--- config.mk ---
export PLATFORM = sky130hd
export DESIGN_NAME = weighted_round_robin_backend_pick_flat
export DESIGN_NICKNAME = d
export VERILOG_FILES = /design/src/wrrbp_pkg.sv /design/src/wrrbp_in_if.sv /design/src/wrrbp_out_if.sv /design/src/wrrbp_ram.sv /design/src/wrrbp_slot_eval.sv /design/src/weighted_round_robin_backend_pick.sv /design/src/flat_wrapper.sv
export SDC_FILE = /design/constraint.sdc
export NUM_CORES = 1
export LEC_CHECK = 0
export ABC_AREA = 1
export BUFFER_PORTS_ARGS = -buffer_cell sky130_fd_sc_hd__buf_2
export CORE_MARGIN = 1.5
export CORE_UTILIZATION = 45
export DETAILED_ROUTE_END_ITERATION = 10
export SKIP_LAST_GASP = 1
export SLEW_MARGIN = 20
export SYNTH_ARGS = -nofsm -noshare
export SYNTH_HDL_FRONTEND = slang
export SYNTH_SLANG_ARGS = --single-unit
--- constraint.sdc ---
create_clock -name clk_i -period 9.4 [get_ports clk_i]
set_input_delay 0.94 -clock clk_i [delete_from_list [all_inputs] [get_ports clk_i]]
set_output_delay 0.94 -clock clk_i [all_outputs]
set_load 0.02 [all_outputs]
--- src/wrrbp_pkg.sv ---
// ----------------------------------------------------------------------------
// wrrbp_pkg: shared types and constants of the backend picker
// Field widths, command and register codes, and the table entry and hit
// count word layouts.
// ----------------------------------------------------------------------------
package wrrbp_pkg;

  localparam int unsigned TABLE_ENTRIES_DEF = 16;

  localparam int unsigned HOST_W   = 8;
  localparam int unsigned ADDR_W   = 32;
  localparam int unsigned PORT_W   = 16;
  localparam int unsigned WEIGHT_W = 8;
  localparam int unsigned SLOT_W   = 4;
  localparam int unsigned STATUS_W = 2;
  localparam int unsigned LIMIT_W  = 5;
  localparam int unsigned APB_AW   = 3;
  localparam int unsigned APB_DW   = 32;

  // command field
  localparam logic CMD_LOAD = 1'b0;

  // register select, paddr[2]
  localparam logic REG_DEFAULT_HOST   = 1'b0;
  localparam logic REG_ENTRIES_IN_USE = 1'b1;

  typedef enum logic [STATUS_W-1:0] {
    ST_PICKED    = 2'd0,
    ST_LOADED    = 2'd1,
    ST_NO_SERVER = 2'd2
  } status_e;

  typedef struct packed {
    logic [HOST_W-1:0]   host;
    logic [ADDR_W-1:0]   address;
    logic [PORT_W-1:0]   port;
    logic [WEIGHT_W-1:0] weight;
  } entry_t;

  typedef struct packed {
    logic                exhausted;
    logic [WEIGHT_W-1:0] hit;
  } count_t;

  // result of evaluating one table slot against the scanned host
  typedef struct packed {
    logic   host_match;
    logic   qualify;
    count_t next;
  } eval_t;

endpackage

--- src/wrrbp_in_if.sv ---
// ----------------------------------------------------------------------------
// wrrbp_in_if: request channel
// valid/ready channel carrying one load or pick word.
// ----------------------------------------------------------------------------
interface wrrbp_in_if;
  import wrrbp_pkg::*;

  logic                valid;
  logic                ready;
  logic                cmd;
  logic [SLOT_W-1:0]   entry_index;
  logic [HOST_W-1:0]   host_id;
  logic [ADDR_W-1:0]   server_address;
  logic [PORT_W-1:0]   server_port;
  logic [WEIGHT_W-1:0] entry_weight;

  modport source (
    output valid, cmd, entry_index, host_id, server_address, server_port, entry_weight,
    input  ready
  );

  modport sink (
    input  valid, cmd, entry_index, host_id, server_address, server_port, entry_weight,
    output ready
  );
endinterface

--- src/wrrbp_out_if.sv ---
// ----------------------------------------------------------------------------
// wrrbp_out_if: response channel
// valid/ready channel carrying one status word per request.
// ----------------------------------------------------------------------------
interface wrrbp_out_if;
  import wrrbp_pkg::*;

  logic                valid;
  logic                ready;
  logic [STATUS_W-1:0] status;
  logic [SLOT_W-1:0]   picked_index;
  logic [ADDR_W-1:0]   picked_address;
  logic [PORT_W-1:0]   picked_port;

  modport source (
    output valid, status, picked_index, picked_address, picked_port,
    input  ready
  );

  modport sink (
    input  valid, status, picked_index, picked_address, picked_port,
    output ready
  );
endinterface

--- src/wrrbp_ram.sv ---
// ----------------------------------------------------------------------------
// wrrbp_ram: generic single-write, single-read RAM
// One write port, one read port, registered read data.
// ----------------------------------------------------------------------------
module wrrbp_ram #(
  parameter int unsigned WIDTH = 32,
  parameter int unsigned DEPTH = wrrbp_pkg::TABLE_ENTRIES_DEF,
  localparam int unsigned AW   = (DEPTH > 1) ? $clog2(DEPTH) : 1
) (
  input  logic             clk_i,
  input  logic             we_i,
  input  logic [AW-1:0]    waddr_i,
  input  logic [WIDTH-1:0] wdata_i,
  input  logic             re_i,
  input  logic [AW-1:0]    raddr_i,
  output logic [WIDTH-1:0] rdata_o
);

  logic [WIDTH-1:0] mem_q [DEPTH];
  logic [WIDTH-1:0] rdata_q;

  always_ff @(posedge clk_i) begin
    if (we_i) begin
      mem_q[waddr_i] <= wdata_i;
    end
    if (re_i) begin
      rdata_q <= mem_q[raddr_i];
    end
  end

  assign rdata_o = rdata_q;

endmodule

--- src/wrrbp_slot_eval.sv ---
// ----------------------------------------------------------------------------
// wrrbp_slot_eval: slot compare unit
// Compares one table slot against the scanned host, checks hit count
// against weight, and forms the incremented count.
// ----------------------------------------------------------------------------
module wrrbp_slot_eval (
  input  wrrbp_pkg::entry_t              entry_i,
  input  wrrbp_pkg::count_t              count_i,
  input  logic [wrrbp_pkg::HOST_W-1:0]   host_i,
  output wrrbp_pkg::eval_t               eval_o
);
  import wrrbp_pkg::*;

  logic                match;
  logic [WEIGHT_W-1:0] hit_inc;

  assign match   = (entry_i.host == host_i);
  assign hit_inc = count_i.hit + WEIGHT_W'(1);

  assign eval_o.host_match     = match;
  assign eval_o.qualify        = match && !count_i.exhausted && (count_i.hit < entry_i.weight);
  assign eval_o.next.hit       = hit_inc;
  assign eval_o.next.exhausted = (hit_inc == entry_i.weight);

endmodule

--- src/weighted_round_robin_backend_pick.sv ---
// ----------------------------------------------------------------------------
// weighted_round_robin_backend_pick: weighted round-robin backend selector
// Backend table with per-slot hit counts, driven by a small scan sequencer.
// ----------------------------------------------------------------------------
// A load word writes one table slot (host, address, port, weight) and clears
// its hit count; its response comes the cycle after acceptance. A pick word
// runs up to four scans over slots 0 .. n-1, with n = entries_in_use capped
// at TABLE_ENTRIES: a presence scan for the requested host (falling back to
// default_host), a search for the first slot below its weight, and, if none,
// a clear of that host's counts and a second search. Each scan reads one slot
// per cycle from the table RAM and the hit count RAM (both single read port,
// registered read) through one shared compare unit. A scan that runs to the
// end reads n slots, checks the data of each read the cycle after it and then
// sees the scan end once no read is left in flight. The slowest picks are a
// round restart or no server, which add the clear and a second search. One
// word is in flight at a time; the request side is ready only when the
// previous response has been taken, so the next word goes in the cycle after
// the response handshake. Hit counts need no clear after reset: a valid bit
// per slot, cleared by reset, marks a count as zero until a pick writes it.
// Table slots read undefined until loaded.
// Configuration (APB, pready tied high): default_host at 0x0, entries_in_use
// at 0x4; paddr[1:0] are ignored.
// ----------------------------------------------------------------------------
module weighted_round_robin_backend_pick #(
  parameter int unsigned TABLE_ENTRIES = wrrbp_pkg::TABLE_ENTRIES_DEF
) (
  input  logic                         clk_i,
  input  logic                         rst_ni,
  wrrbp_in_if.sink                     req_i,
  wrrbp_out_if.source                  rsp_o,
  input  logic                         psel,
  input  logic                         penable,
  input  logic                         pwrite,
  input  logic [wrrbp_pkg::APB_AW-1:0] paddr,
  input  logic [wrrbp_pkg::APB_DW-1:0] pwdata,
  output logic [wrrbp_pkg::APB_DW-1:0] prdata,
  output logic                         pready
);
  import wrrbp_pkg::*;

  localparam int unsigned IDX_W = (TABLE_ENTRIES > 1) ? $clog2(TABLE_ENTRIES) : 1;
  localparam int unsigned CNT_W = $clog2(TABLE_ENTRIES + 1);
  // common width for slot numbers seen on the ports and inside the table
  localparam int unsigned XW    = (IDX_W > SLOT_W) ? IDX_W : SLOT_W;

  typedef enum logic [2:0] {
    S_IDLE,
    S_PRESENT,
    S_FIND,
    S_CLEAR,
    S_RESP
  } state_e;

  state_e              state_q, state_d;
  logic [HOST_W-1:0]   host_q, host_d;        // host being scanned
  logic [CNT_W-1:0]    n_q, n_d;              // scan limit of this pick
  logic [CNT_W-1:0]    ptr_q, ptr_d;          // next slot to read
  logic                chk_vld_q, chk_vld_d;  // read data in flight
  logic [IDX_W-1:0]    chk_idx_q, chk_idx_d;  // slot of the read data
  logic                second_q, second_d;    // counts already cleared once
  logic                cnt_vld_q [TABLE_ENTRIES];
  logic                cnt_vld_d [TABLE_ENTRIES];
  logic [HOST_W-1:0]   dflt_host_q, dflt_host_d;
  logic [LIMIT_W-1:0]  eiu_q, eiu_d;
  logic                rsp_vld_q, rsp_vld_d;
  status_e             rsp_status_q, rsp_status_d;
  logic [SLOT_W-1:0]   rsp_idx_q, rsp_idx_d;
  logic [ADDR_W-1:0]   rsp_addr_q, rsp_addr_d;
  logic [PORT_W-1:0]   rsp_port_q, rsp_port_d;

  logic                ent_we;
  entry_t              ent_wdata;
  entry_t              ent_rdata;
  logic                cnt_we;
  count_t              cnt_rdata;
  count_t              cnt_eff;
  logic                rd_en;
  eval_t               ev;

  logic                acc_req;
  logic                acc_rsp;
  logic                apb_wr;
  logic                issue;
  logic                pass_end;
  logic                ld_in_range;
  logic [XW-1:0]       ld_idx_x;
  logic [XW-1:0]       chk_idx_x;
  logic [31:0]         lim;
  logic [CNT_W-1:0]    lim_n;

  assign acc_req = req_i.valid && req_i.ready;
  assign acc_rsp = rsp_o.valid && rsp_o.ready;
  assign apb_wr  = psel && penable && pwrite && pready;

  assign ld_idx_x    = XW'(req_i.entry_index);
  assign ld_in_range = (32'(req_i.entry_index) < 32'(TABLE_ENTRIES));
  assign chk_idx_x   = XW'(chk_idx_q);

  // entries_in_use saturates at the table size
  assign lim   = (32'(eiu_q) > 32'(TABLE_ENTRIES)) ? 32'(TABLE_ENTRIES) : 32'(eiu_q);
  assign lim_n = lim[CNT_W-1:0];

  assign ent_wdata.host    = req_i.host_id;
  assign ent_wdata.address = req_i.server_address;
  assign ent_wdata.port    = req_i.server_port;
  assign ent_wdata.weight  = req_i.entry_weight;

  // backend table: loads write, scans read
  wrrbp_ram #(
    .WIDTH ($bits(entry_t)),
    .DEPTH (TABLE_ENTRIES)
  ) u_entry_ram (
    .clk_i   (clk_i),
    .we_i    (ent_we),
    .waddr_i (ld_idx_x[IDX_W-1:0]),
    .wdata_i (ent_wdata),
    .re_i    (rd_en),
    .raddr_i (ptr_q[IDX_W-1:0]),
    .rdata_o (ent_rdata)
  );

  // hit counts: written only by a successful pick
  wrrbp_ram #(
    .WIDTH ($bits(count_t)),
    .DEPTH (TABLE_ENTRIES)
  ) u_count_ram (
    .clk_i   (clk_i),
    .we_i    (cnt_we),
    .waddr_i (chk_idx_q),
    .wdata_i (ev.next),
    .re_i    (rd_en),
    .raddr_i (ptr_q[IDX_W-1:0]),
    .rdata_o (cnt_rdata)
  );

  // a count without its valid bit reads as zero
  assign cnt_eff = cnt_vld_q[chk_idx_q] ? cnt_rdata : '0;

  wrrbp_slot_eval u_eval (
    .entry_i (ent_rdata),
    .count_i (cnt_eff),
    .host_i  (host_q),
    .eval_o  (ev)
  );

  always_comb begin
    state_d      = state_q;
    host_d       = host_q;
    n_d          = n_q;
    ptr_d        = ptr_q;
    chk_vld_d    = 1'b0;
    chk_idx_d    = chk_idx_q;
    second_d     = second_q;
    cnt_vld_d    = cnt_vld_q;
    dflt_host_d  = dflt_host_q;
    eiu_d        = eiu_q;
    rsp_vld_d    = rsp_vld_q;
    rsp_status_d = rsp_status_q;
    rsp_idx_d    = rsp_idx_q;
    rsp_addr_d   = rsp_addr_q;
    rsp_port_d   = rsp_port_q;
    ent_we       = 1'b0;
    cnt_we       = 1'b0;
    rd_en        = 1'b0;

    issue    = (ptr_q < n_q);
    pass_end = !issue && !chk_vld_q;

    // scan engine: one slot read per cycle, checked the cycle after
    if (state_q == S_PRESENT || state_q == S_FIND || state_q == S_CLEAR) begin
      if (issue) begin
        rd_en     = 1'b1;
        ptr_d     = ptr_q + CNT_W'(1);
        chk_vld_d = 1'b1;
        chk_idx_d = ptr_q[IDX_W-1:0];
      end
    end

    case (state_q)
      S_IDLE: begin
        if (acc_req) begin
          if (req_i.cmd == CMD_LOAD) begin
            if (ld_in_range) begin
              ent_we                          = 1'b1;
              cnt_vld_d[ld_idx_x[IDX_W-1:0]] = 1'b0;
            end
            rsp_vld_d    = 1'b1;
            rsp_status_d = ST_LOADED;
            rsp_idx_d    = '0;
            rsp_addr_d   = '0;
            rsp_port_d   = '0;
            state_d      = S_RESP;
          end else begin
            host_d   = req_i.host_id;
            n_d      = lim_n;
            ptr_d    = '0;
            second_d = 1'b0;
            state_d  = S_PRESENT;
          end
        end
      end
      S_PRESENT: begin
        if (chk_vld_q && ev.host_match) begin
          // requested host exists; restart from slot zero
          ptr_d     = '0;
          chk_vld_d = 1'b0;
          state_d   = S_FIND;
        end else if (pass_end) begin
          host_d  = dflt_host_q;
          ptr_d   = '0;
          state_d = S_FIND;
        end
      end
      S_FIND: begin
        if (chk_vld_q && ev.qualify) begin
          cnt_we               = 1'b1;
          cnt_vld_d[chk_idx_q] = 1'b1;
          chk_vld_d            = 1'b0;
          rsp_vld_d            = 1'b1;
          rsp_status_d         = ST_PICKED;
          rsp_idx_d            = chk_idx_x[SLOT_W-1:0];
          rsp_addr_d           = ent_rdata.address;
          rsp_port_d           = ent_rdata.port;
          state_d              = S_RESP;
        end else if (pass_end) begin
          ptr_d = '0;
          if (second_q) begin
            rsp_vld_d    = 1'b1;
            rsp_status_d = ST_NO_SERVER;
            rsp_idx_d    = '0;
            rsp_addr_d   = '0;
            rsp_port_d   = '0;
            state_d      = S_RESP;
          end else begin
            state_d = S_CLEAR;
          end
        end
      end
      S_CLEAR: begin
        // new round for this host: drop its counts
        if (chk_vld_q && ev.host_match) begin
          cnt_vld_d[chk_idx_q] = 1'b0;
        end
        if (pass_end) begin
          ptr_d    = '0;
          second_d = 1'b1;
          state_d  = S_FIND;
        end
      end
      S_RESP: begin
        if (acc_rsp) begin
          rsp_vld_d = 1'b0;
          state_d   = S_IDLE;
        end
      end
      default: begin
        state_d = S_IDLE;
      end
    endcase

    if (apb_wr) begin
      if (paddr[2] == REG_ENTRIES_IN_USE) begin
        eiu_d = pwdata[LIMIT_W-1:0];
      end else begin
        dflt_host_d = pwdata[HOST_W-1:0];
      end
    end
  end

  always_ff @(posedge clk_i or negedge rst_ni) begin
    if (!rst_ni) begin
      state_q      <= S_IDLE;
      host_q       <= '0;
      n_q          <= '0;
      ptr_q        <= '0;
      chk_vld_q    <= 1'b0;
      chk_idx_q    <= '0;
      second_q     <= 1'b0;
      for (int i = 0; i < TABLE_ENTRIES; i++) begin
        cnt_vld_q[i] <= 1'b0;
      end
      dflt_host_q  <= '0;
      eiu_q        <= '0;
      rsp_vld_q    <= 1'b0;
      rsp_status_q <= ST_PICKED;
      rsp_idx_q    <= '0;
      rsp_addr_q   <= '0;
      rsp_port_q   <= '0;
    end else begin
      state_q      <= state_d;
      host_q       <= host_d;
      n_q          <= n_d;
      ptr_q        <= ptr_d;
      chk_vld_q    <= chk_vld_d;
      chk_idx_q    <= chk_idx_d;
      second_q     <= second_d;
      cnt_vld_q    <= cnt_vld_d;
      dflt_host_q  <= dflt_host_d;
      eiu_q        <= eiu_d;
      rsp_vld_q    <= rsp_vld_d;
      rsp_status_q <= rsp_status_d;
      rsp_idx_q    <= rsp_idx_d;
      rsp_addr_q   <= rsp_addr_d;
      rsp_port_q   <= rsp_port_d;
    end
  end

  assign req_i.ready          = (state_q == S_IDLE);
  assign rsp_o.valid          = rsp_vld_q;
  assign rsp_o.status         = rsp_status_q;
  assign rsp_o.picked_index   = rsp_idx_q;
  assign rsp_o.picked_address = rsp_addr_q;
  assign rsp_o.picked_port    = rsp_port_q;

  assign pready = 1'b1;
  assign prdata = (paddr[2] == REG_DEFAULT_HOST) ? APB_DW'(dflt_host_q) : APB_DW'(eiu_q);

`ifndef SYNTHESIS
  a_one_in_flight : assert property (@(posedge clk_i) disable iff (!rst_ni)
    req_i.ready |-> !rsp_o.valid)
    else $error("request taken while a response is pending");

  a_check_in_range : assert property (@(posedge clk_i) disable iff (!rst_ni)
    chk_vld_q |-> (CNT_W'(chk_idx_q) < n_q))
    else $error("scan checked a slot beyond the scan limit");

  a_pick_marks_count : assert property (@(posedge clk_i) disable iff (!rst_ni)
    cnt_we |=> cnt_vld_q[$past(chk_idx_q)])
    else $error("picked slot count not marked valid");

  a_no_server_zero : assert property (@(posedge clk_i) disable iff (!rst_ni)
    (rsp_o.valid && rsp_o.status == ST_NO_SERVER) |->
      (rsp_o.picked_index == '0 && rsp_o.picked_address == '0 && rsp_o.picked_port == '0))
    else $error("no-server response carries a backend");

  a_load_answers : assert property (@(posedge clk_i) disable iff (!rst_ni)
    (acc_req && req_i.cmd == CMD_LOAD) |=> (rsp_o.valid && rsp_o.status == ST_LOADED))
    else $error("load word not answered in the next cycle");
`endif

endmodule
--- src/flat_wrapper.sv ---
// flat-port wrapper written by rule: the top's interface ports become plain ports
module weighted_round_robin_backend_pick_flat import wrrbp_pkg::*;
#(
  parameter int unsigned TABLE_ENTRIES = wrrbp_pkg::TABLE_ENTRIES_DEF
)
  (clk_i, rst_ni, psel, penable, pwrite, paddr, pwdata, prdata, pready, req_i_valid, req_i_cmd, req_i_entry_index, req_i_host_id, req_i_server_address, req_i_server_port, req_i_entry_weight, req_i_ready, rsp_o_valid, rsp_o_status, rsp_o_picked_index, rsp_o_picked_address, rsp_o_picked_port, rsp_o_ready);
  wrrbp_in_if req_i_i ();
  wrrbp_out_if rsp_o_i ();
  input  logic clk_i;
  input  logic rst_ni;
  input  logic psel;
  input  logic penable;
  input  logic pwrite;
  input  logic [wrrbp_pkg::APB_AW-1:0] paddr;
  input  logic [wrrbp_pkg::APB_DW-1:0] pwdata;
  output logic [wrrbp_pkg::APB_DW-1:0] prdata;
  output logic pready;
  input wire logic [$bits(req_i_i.valid)-1:0] req_i_valid;
  input wire logic [$bits(req_i_i.cmd)-1:0] req_i_cmd;
  input wire logic [$bits(req_i_i.entry_index)-1:0] req_i_entry_index;
  input wire logic [$bits(req_i_i.host_id)-1:0] req_i_host_id;
  input wire logic [$bits(req_i_i.server_address)-1:0] req_i_server_address;
  input wire logic [$bits(req_i_i.server_port)-1:0] req_i_server_port;
  input wire logic [$bits(req_i_i.entry_weight)-1:0] req_i_entry_weight;
  output wire logic [$bits(req_i_i.ready)-1:0] req_i_ready;
  output wire logic [$bits(rsp_o_i.valid)-1:0] rsp_o_valid;
  output wire logic [$bits(rsp_o_i.status)-1:0] rsp_o_status;
  output wire logic [$bits(rsp_o_i.picked_index)-1:0] rsp_o_picked_index;
  output wire logic [$bits(rsp_o_i.picked_address)-1:0] rsp_o_picked_address;
  output wire logic [$bits(rsp_o_i.picked_port)-1:0] rsp_o_picked_port;
  input wire logic [$bits(rsp_o_i.ready)-1:0] rsp_o_ready;
  assign req_i_i.valid = req_i_valid;
  assign req_i_i.cmd = req_i_cmd;
  assign req_i_i.entry_index = req_i_entry_index;
  assign req_i_i.host_id = req_i_host_id;
  assign req_i_i.server_address = req_i_server_address;
  assign req_i_i.server_port = req_i_server_port;
  assign req_i_i.entry_weight = req_i_entry_weight;
  assign req_i_ready = req_i_i.ready;
  assign rsp_o_valid = rsp_o_i.valid;
  assign rsp_o_status = rsp_o_i.status;
  assign rsp_o_picked_index = rsp_o_i.picked_index;
  assign rsp_o_picked_address = rsp_o_i.picked_address;
  assign rsp_o_picked_port = rsp_o_i.picked_port;
  assign rsp_o_i.ready = rsp_o_ready;
  weighted_round_robin_backend_pick #(.TABLE_ENTRIES(TABLE_ENTRIES)) u_core (.clk_i(clk_i), .rst_ni(rst_ni), .req_i(req_i_i), .rsp_o(rsp_o_i), .psel(psel), .penable(penable), .pwrite(pwrite), .paddr(paddr), .pwdata(pwdata), .prdata(prdata), .pready(pready));
endmodule
# Word level (Yosys, flattened, before mapping)
# Memory sizes are Yosys's and may differ from the RTL's. A register that Yosys moved wholly into a read port is not among the register bits.
# Cells that the tools add are included.
# totals
mem_bits_rw,1168
mem_count,2
regBits,111
# memory_table
name,words,word_bits,rd,rd_clocked_by_memory_dff,wr,line,text
u_core.u_entry_ram.mem_q,16,64,1,1,1,wrrbp_ram.sv:19,logic [WIDTH-1:0] mem_q [DEPTH];
u_core.u_count_ram.mem_q,16,9,1,1,1,wrrbp_ram.sv:19,
# classes
bitwise_logic,8
eq_ne,17
n_reduce_logical,32
mux,86
order_cmp,7
add_sub_neg,2
# op_table
op,n
32-bit 2-to-1 mux,5
16-bit 2-to-1 mux,9
32-bit case mux with 2 select lines,1
16-bit case mux with 3 select lines,1
5-bit 2-to-1 mux,8
8-bit 2-to-1 mux,5
16-bit bitwise AND,2
16-bit NOT,2
16-bit case mux with 2 select lines,1
1-bit 2-to-1 mux,26
3-bit 2-to-1 mux,8
4-bit 2-to-1 mux,5
5-bit case mux with 4 select lines,1
8-bit == test,2
16-bit bitwise OR,1
8-bit case mux with 2 select lines,1
3-bit case mux with 5 select lines,1
5-bit AND reduction,3
2-bit inequality test (second input constant),6
1-bit logical AND,11
5-bit >= comparator (second input constant),2
5-bit by 1-bit less-than comparator with 1-bit output (second input constant),2
2-bit 2-to-1 mux,5
4-bit NOT with 5-bit output,2
27 further kinds,42

# Longest topological paths before layout
# logic_depth
word_depth,13
mapped_depth,25
ltp_nobuf,22

# Modules after synthesis
# A second synthesis with hierarchy kept.
# hier_totals
hier_cells,5713
area_unflattened_um2,58877.7
# modules_own_cells
mod,instances,area_per_inst_um2,cells_per_inst
wrrbp_ram (u_core.u_entry_ram),1,45926.5,4210
wrrbp_ram (u_core.u_count_ram),1,6592.6,615
weighted_round_robin_backend_pick,1,5706.7,758
wrrbp_slot_eval,1,651.9,130

# Worst setup path after synthesis
# OpenSTA, ideal clock, no wires.
# synth_timing
path_type,input to register
startpoint,input port req_i_entry_index[3]
endpoint,memory u_core.u_entry_ram.mem_q[6][0] in the netlist's numbering (enable)
setup_time_ps,565
cell_stages,4
t_required_ps,8835
slack_ps,2953
t_arrival_ps,5883
path_cell_list,clkbuf_1 nor2_1 inv_1 nor3_1
# synth_rtl
item,line,text
start: declaration,flat_wrapper.sv:20,input wire logic [$bits(req_i_i.entry_index)-1:0] req_i_entry_index;
end: declaration,wrrbp_ram.sv:19,
# No word-level cell before the write port.

# Worst setup path after layout
# layout_timing
startpoint,register u_core.chk_idx_q[0]
endpoint,register u_core.rsp_port_q[7] (netlist: u_core.rsp_o.picked_port[7])
# layout_via
elab_chain_cells,11
elab_cells_between_ends,15
# layout_rtl
item,line,text
start: declaration,weighted_round_robin_backend_pick.sv:59,"logic [IDX_W-1:0] chk_idx_q, chk_idx_d;"
start signal: assignment,weighted_round_robin_backend_pick.sv:295,chk_idx_q <= chk_idx_d;
4-bit NOT with 5-bit output (implied by the code) (*),weighted_round_robin_backend_pick.sv:137,assign cnt_eff = cnt_vld_q[chk_idx_q] ? cnt_rdata : '0;
1-bit binary-select mux with 4-bit select (*),weighted_round_robin_backend_pick.sv:137,
1-bit 2-to-1 mux (implied by the code) (*) (2 in a row),weighted_round_robin_backend_pick.sv:137,
9-bit 2-to-1 mux (*),weighted_round_robin_backend_pick.sv:137,
"parallel branches: the longest is 2 deep, another holds 8-bit less-than comparator",n/a,
1-bit logical AND (*),wrrbp_slot_eval.sv:21,assign eval_o.qualify = match && !count_i.exhausted && (count_i.hit < entry_i.weight);
1-bit logical AND (*),weighted_round_robin_backend_pick.sv:215,if (chk_vld_q && ev.qualify) begin
3-bit by 2-bit inequality test with 1-bit output (no source line) / 16-bit 2-to-1 mux (equally long branches),n/a,
5-bit AND reduction (no source line) / 16-bit case mux with 2 select lines (equally long branches),n/a,
end signal: assignment,weighted_round_robin_backend_pick.sv:304,rsp_port_q <= rsp_port_d;
end: declaration,weighted_round_robin_backend_pick.sv:69,"logic [PORT_W-1:0] rsp_port_q, rsp_port_d;"
# Every way passes the cells marked *. The select of a mux whose other input is x is not followed.
# A chain may end at the register's enable or synchronous reset.

==> results.py <==
metrics = {
    "setup_path": {
        "criticalPathCategory": "flop to flop",
        "critical_path_required_ps": 10020,
        "start_kind": "flop",
        "timing.rr.start": "u_core.chk_idx_q[0]",
        "path_max_fanout": 49,
        "cp_cell_sequence": "inv_2 > nand2_1 > nand2_1 > nand2_1 > nand2_1 > nand2_1 > nand2_1 > nor2_1 > nor2_1 > inv_1 > ha_1 > inv_1 > a21oi_1 > o21ai_0 > nand3_1 > nand2_1 > nand3_1 > nand3_4 > nand3_1 > nand4_4 > buf_4 > nand2_1 > nand2_1",
        "worstSetupEndpointType": "flop",
        "cpPeakStageDelay_ps": 660,
        "worstPathArrival_ps": 5570,
        "startpoint": "u_core.chk_idx_q[0]",
        "critPathSlowestCell": "dfrtp_1",
        "cpMostUsedCell": "nand2_1",
    },
    "timing": {
        "fmax_ghz": 0.202,
        "fin_hold_ws_ps": 277,
        "finalSetupViolations": 0,
        "relSlewSlack_pct": 25.0,
        "hold_viol_final": 0,
        "final-max-slew-violation-count": 0,
        "clock_skew_ps": 33.2,
        "rsz0062_at_grt": "false",
        "tightest_slew_ps": 1120,
        "setup_slack_ps": 4460,
        "fin_crit_ps": 4940,
        "period_share_pct": 52.6,
        "setup_tns_ps": 0,
    },
    "synth": {
        "syn_inst": 4126,
        "synth_cell_types": 42,
        "synth_edf_count": 1241,
        "synth.top_cell.area_share_pct": 70.0,
        "synth_top_area_cell": "edfxtp_1",
        "synth.cell_area_um2": 53200,
        "yosysWarnings": 0,
        "ys.flop_type": "edfxtp_1",
        "yosysMostFrequentCell": "edfxtp_1",
        "ys_seq_area_share_pct": 75.3,
        "ys_top_cells_by_area": "edfxtp_1 70%, o21ai_0 5.9%, dfrtp_1 5.2%",
        "async_flop_share_pct": 8.21,
        "netlist_top_cells_count": "1,241 x edfxtp_1, 651 x nor2_1, 626 x o21ai_0, 443 x nand2_1, 230 x clkbuf_1",
        "ys_ff_latch": 1352,
        "avgSynthCellArea_um2": 12.9,
    },
    "drt": {
        "drtPass1Iterations": 6,
        "final_antenna_net_count": 0,
        "drtIter0Drc": 3489,
        "via_per_inst": 5.71,
        "wl_per_cell_um": 23.2,
        "routed_wirelength_um": 136000,
        "drc": 0,
        "vias": 33400,
    },
    "power": {
        "clkPwrFrac_pct": 34.4,
        "p_per_area_nw_per_um2": 252,
        "vdd_drop_max_mv": 0.188,
        "combPwrFrac_pct": 18.7,
        "switchingPower_w": 0.00444,
        "p_int_w": 0.0107,
        "p_leak_nw": 20.7,
        "netSwitchingFraction_pct": 29.4,
        "power_frac_seq_pct": 46.8,
    },
    "final_layout": {
        "fin_area_um2": 59800,
        "nFillCells": 9878,
        "fin_util_pct": 51.3,
        "area_growth_pct": 12.4,
        "drive_gt1_share_pct": 10.4,
        "final_nets": 4341,
    },
    "clocking": {
        "cts_root_buf": "clkbuf_16",
        "numCtsBuffers": 140,
        "cts_setup_buffers": 0,
        "clk_latency_ps": 750,
        "cts.repair.resized": 0,
        "clock_path_buffers": 3,
        "clock_sinks": 1352,
        "cts_tree": "built",
        "htree_levels": 4,
        "clkTransAtPathRegs_ps": 60,
        "cts_hold_buffers": 0,
    },
    "placed_design": {
        "gp_congestion": 0.832,
        "dpl_cell_area_um2": 55500,
        "dp_hpwl_um": 67400,
        "place_ws_ps": 4550,
        "port_buffers": 148,
    },
    "global_routing": {
        "use_met1_pct": 31.9,
        "grt_max_degree": 209,
        "grt_pass1_wl_um": 203000,
        "antenna_found_initial": 21,
        "grt_pass1_vias": 31700,
        "grtUsageMet3_pct": 3.92,
        "track_usage_pct": 22.4,
        "gr-max-usage-layer": "met2",
        "grt.overflow.total": 0,
        "met2_usage_pct": 34.9,
    },
    "floorplanning": {
        "dieArea_um2": 120000,
        "fp.dieH_um": 347,
        "fp.coreArea_um2": 117000,
        "die_width_um": 347,
        "fp-row-count": 125,
        "start_util_pct": 45.6,
        "ios": 200,
    },
    "job": {
        "maxCapViolCount": 0,
    },
    "status": {
        "status": "finished, final reports clean",
    },
    "worst_hold_path": {
        "hold_path.class": "primary input to asynchronous set/reset pin",
    },
}
-- state kept, by name, indices dropped and copies added (netlist names) --
name,cells
u_core.second_q,1
u_core.u_count_ram.rdata_o,9
u_core.rsp_o.picked_index,4
u_core.u_count_ram.mem_q,144
u_core.cnt_vld_q,16
u_core.chk_idx_q,4
u_core.eiu_q,5
u_core.ptr_q,5
u_core.rsp_o.picked_port,16
u_core.u_entry_ram.rdata_o,64
u_core.rsp_o.valid,1
u_core.n_q,5
u_core.rsp_o.status,2
u_core.dflt_host_q,8
u_core.host_q,8
u_core.chk_vld_q,1
u_core.rsp_o.picked_address,32
u_core.state_q,3
u_core.u_entry_ram.mem_q,1024
-- worst max-delay path, delay by kind of cell (launching register included) --
family	cells	cell delay [ps]
AO/OA/AOI/OAI	2	250
adder cells (fa/ha/maj)	1	230
buffers and inverters	4	1100
flip-flops	1	660
AND/OR/NAND/NOR	16	2510
-- placed cells by master (no fill, tap or decap), types with 25 or more instances in the layout --
master / instances
edfxtp_1: 1241
nor2_1: 650
o21ai_0: 626
nand2_1: 443
o22ai_1: 175
nand3_1: 147
buf_2: 147
clkbuf_16: 144
o221ai_1: 121
dfrtp_1: 108
inv_1: 103
buf_4: 64
clkbuf_1: 49
a21oi_1: 47
o211ai_1: 33
clkinv_1: 29
conb_1: 25
-- worst paths after layout --
kind,depth (start not counted),end,slack (ps)
max,23,u_core.rsp_o.picked_port[7],4460
min,1,u_core.eiu_q[0],280
max reg2reg,23,u_core.rsp_o.picked_port[7],4460
min reg2reg,2,u_core.rsp_o.picked_port[14],440
max in group asynchronous,2,u_core.rsp_o.picked_port[12],7830
min in group clk_i,2,u_core.rsp_o.picked_port[14],440
-- power groups by stage --
stage / logic (W) / registers (W) / clock network, W
6_report: 0.00283 / 0.00707 / 0.00520
3_5_place_dp: 0.00283 / 0.00719 / 0
3_3_place_gp: 0.00279 / 0.00719 / 0
4_1_cts: 0.00284 / 0.00707 / 0.00528
5_1_grt: 0.00318 / 0.00709 / 0.00551
2_1_floorplan: 0.00198 / 0.00711 / 0
-- cell families after synthesis --
logic type,after synthesis,synth area share (%)
DFF,1352,75.3
and+or+nand+nor,1328,10.1
AOI/OAI and AO/OA,1020,11.1
buffers and inverters,406,3.14
adders and majority gates,14,0.329
xor gates and xnor gates,4,0.0659
other,2,0.0141
-- per-layer routing --
metal	part of all wire, %	wire [um]
met1	44	59900
met2	46	62400
met3	6.9	9390
met4	2.9	3880
met5	0.091	124
-- final cells by class --
cell class	count	area, um^2	share of cell area [%]
clock buffer	196	3830	6.40
inverter	118	467	0.780
sequential	1352	40100	67.0
multi-input combinational	2391	11900	19.9
timing repair buffer	213	1250	2.09
antenna	6	15.0	0.0251
tap	1524	1910	3.19
clock inverter	55	409	0.684
-- per-stage QoR --
step           instances  total power, W
5_1_grt             5851          0.0158
3_3_place_gp        5598         0.00998
4_1_cts             5849          0.0152
2_1_floorplan       4149         0.00909
6_report            5855          0.0151
3_5_place_dp        5598          0.0100
(Power assumes the default switching activity.)
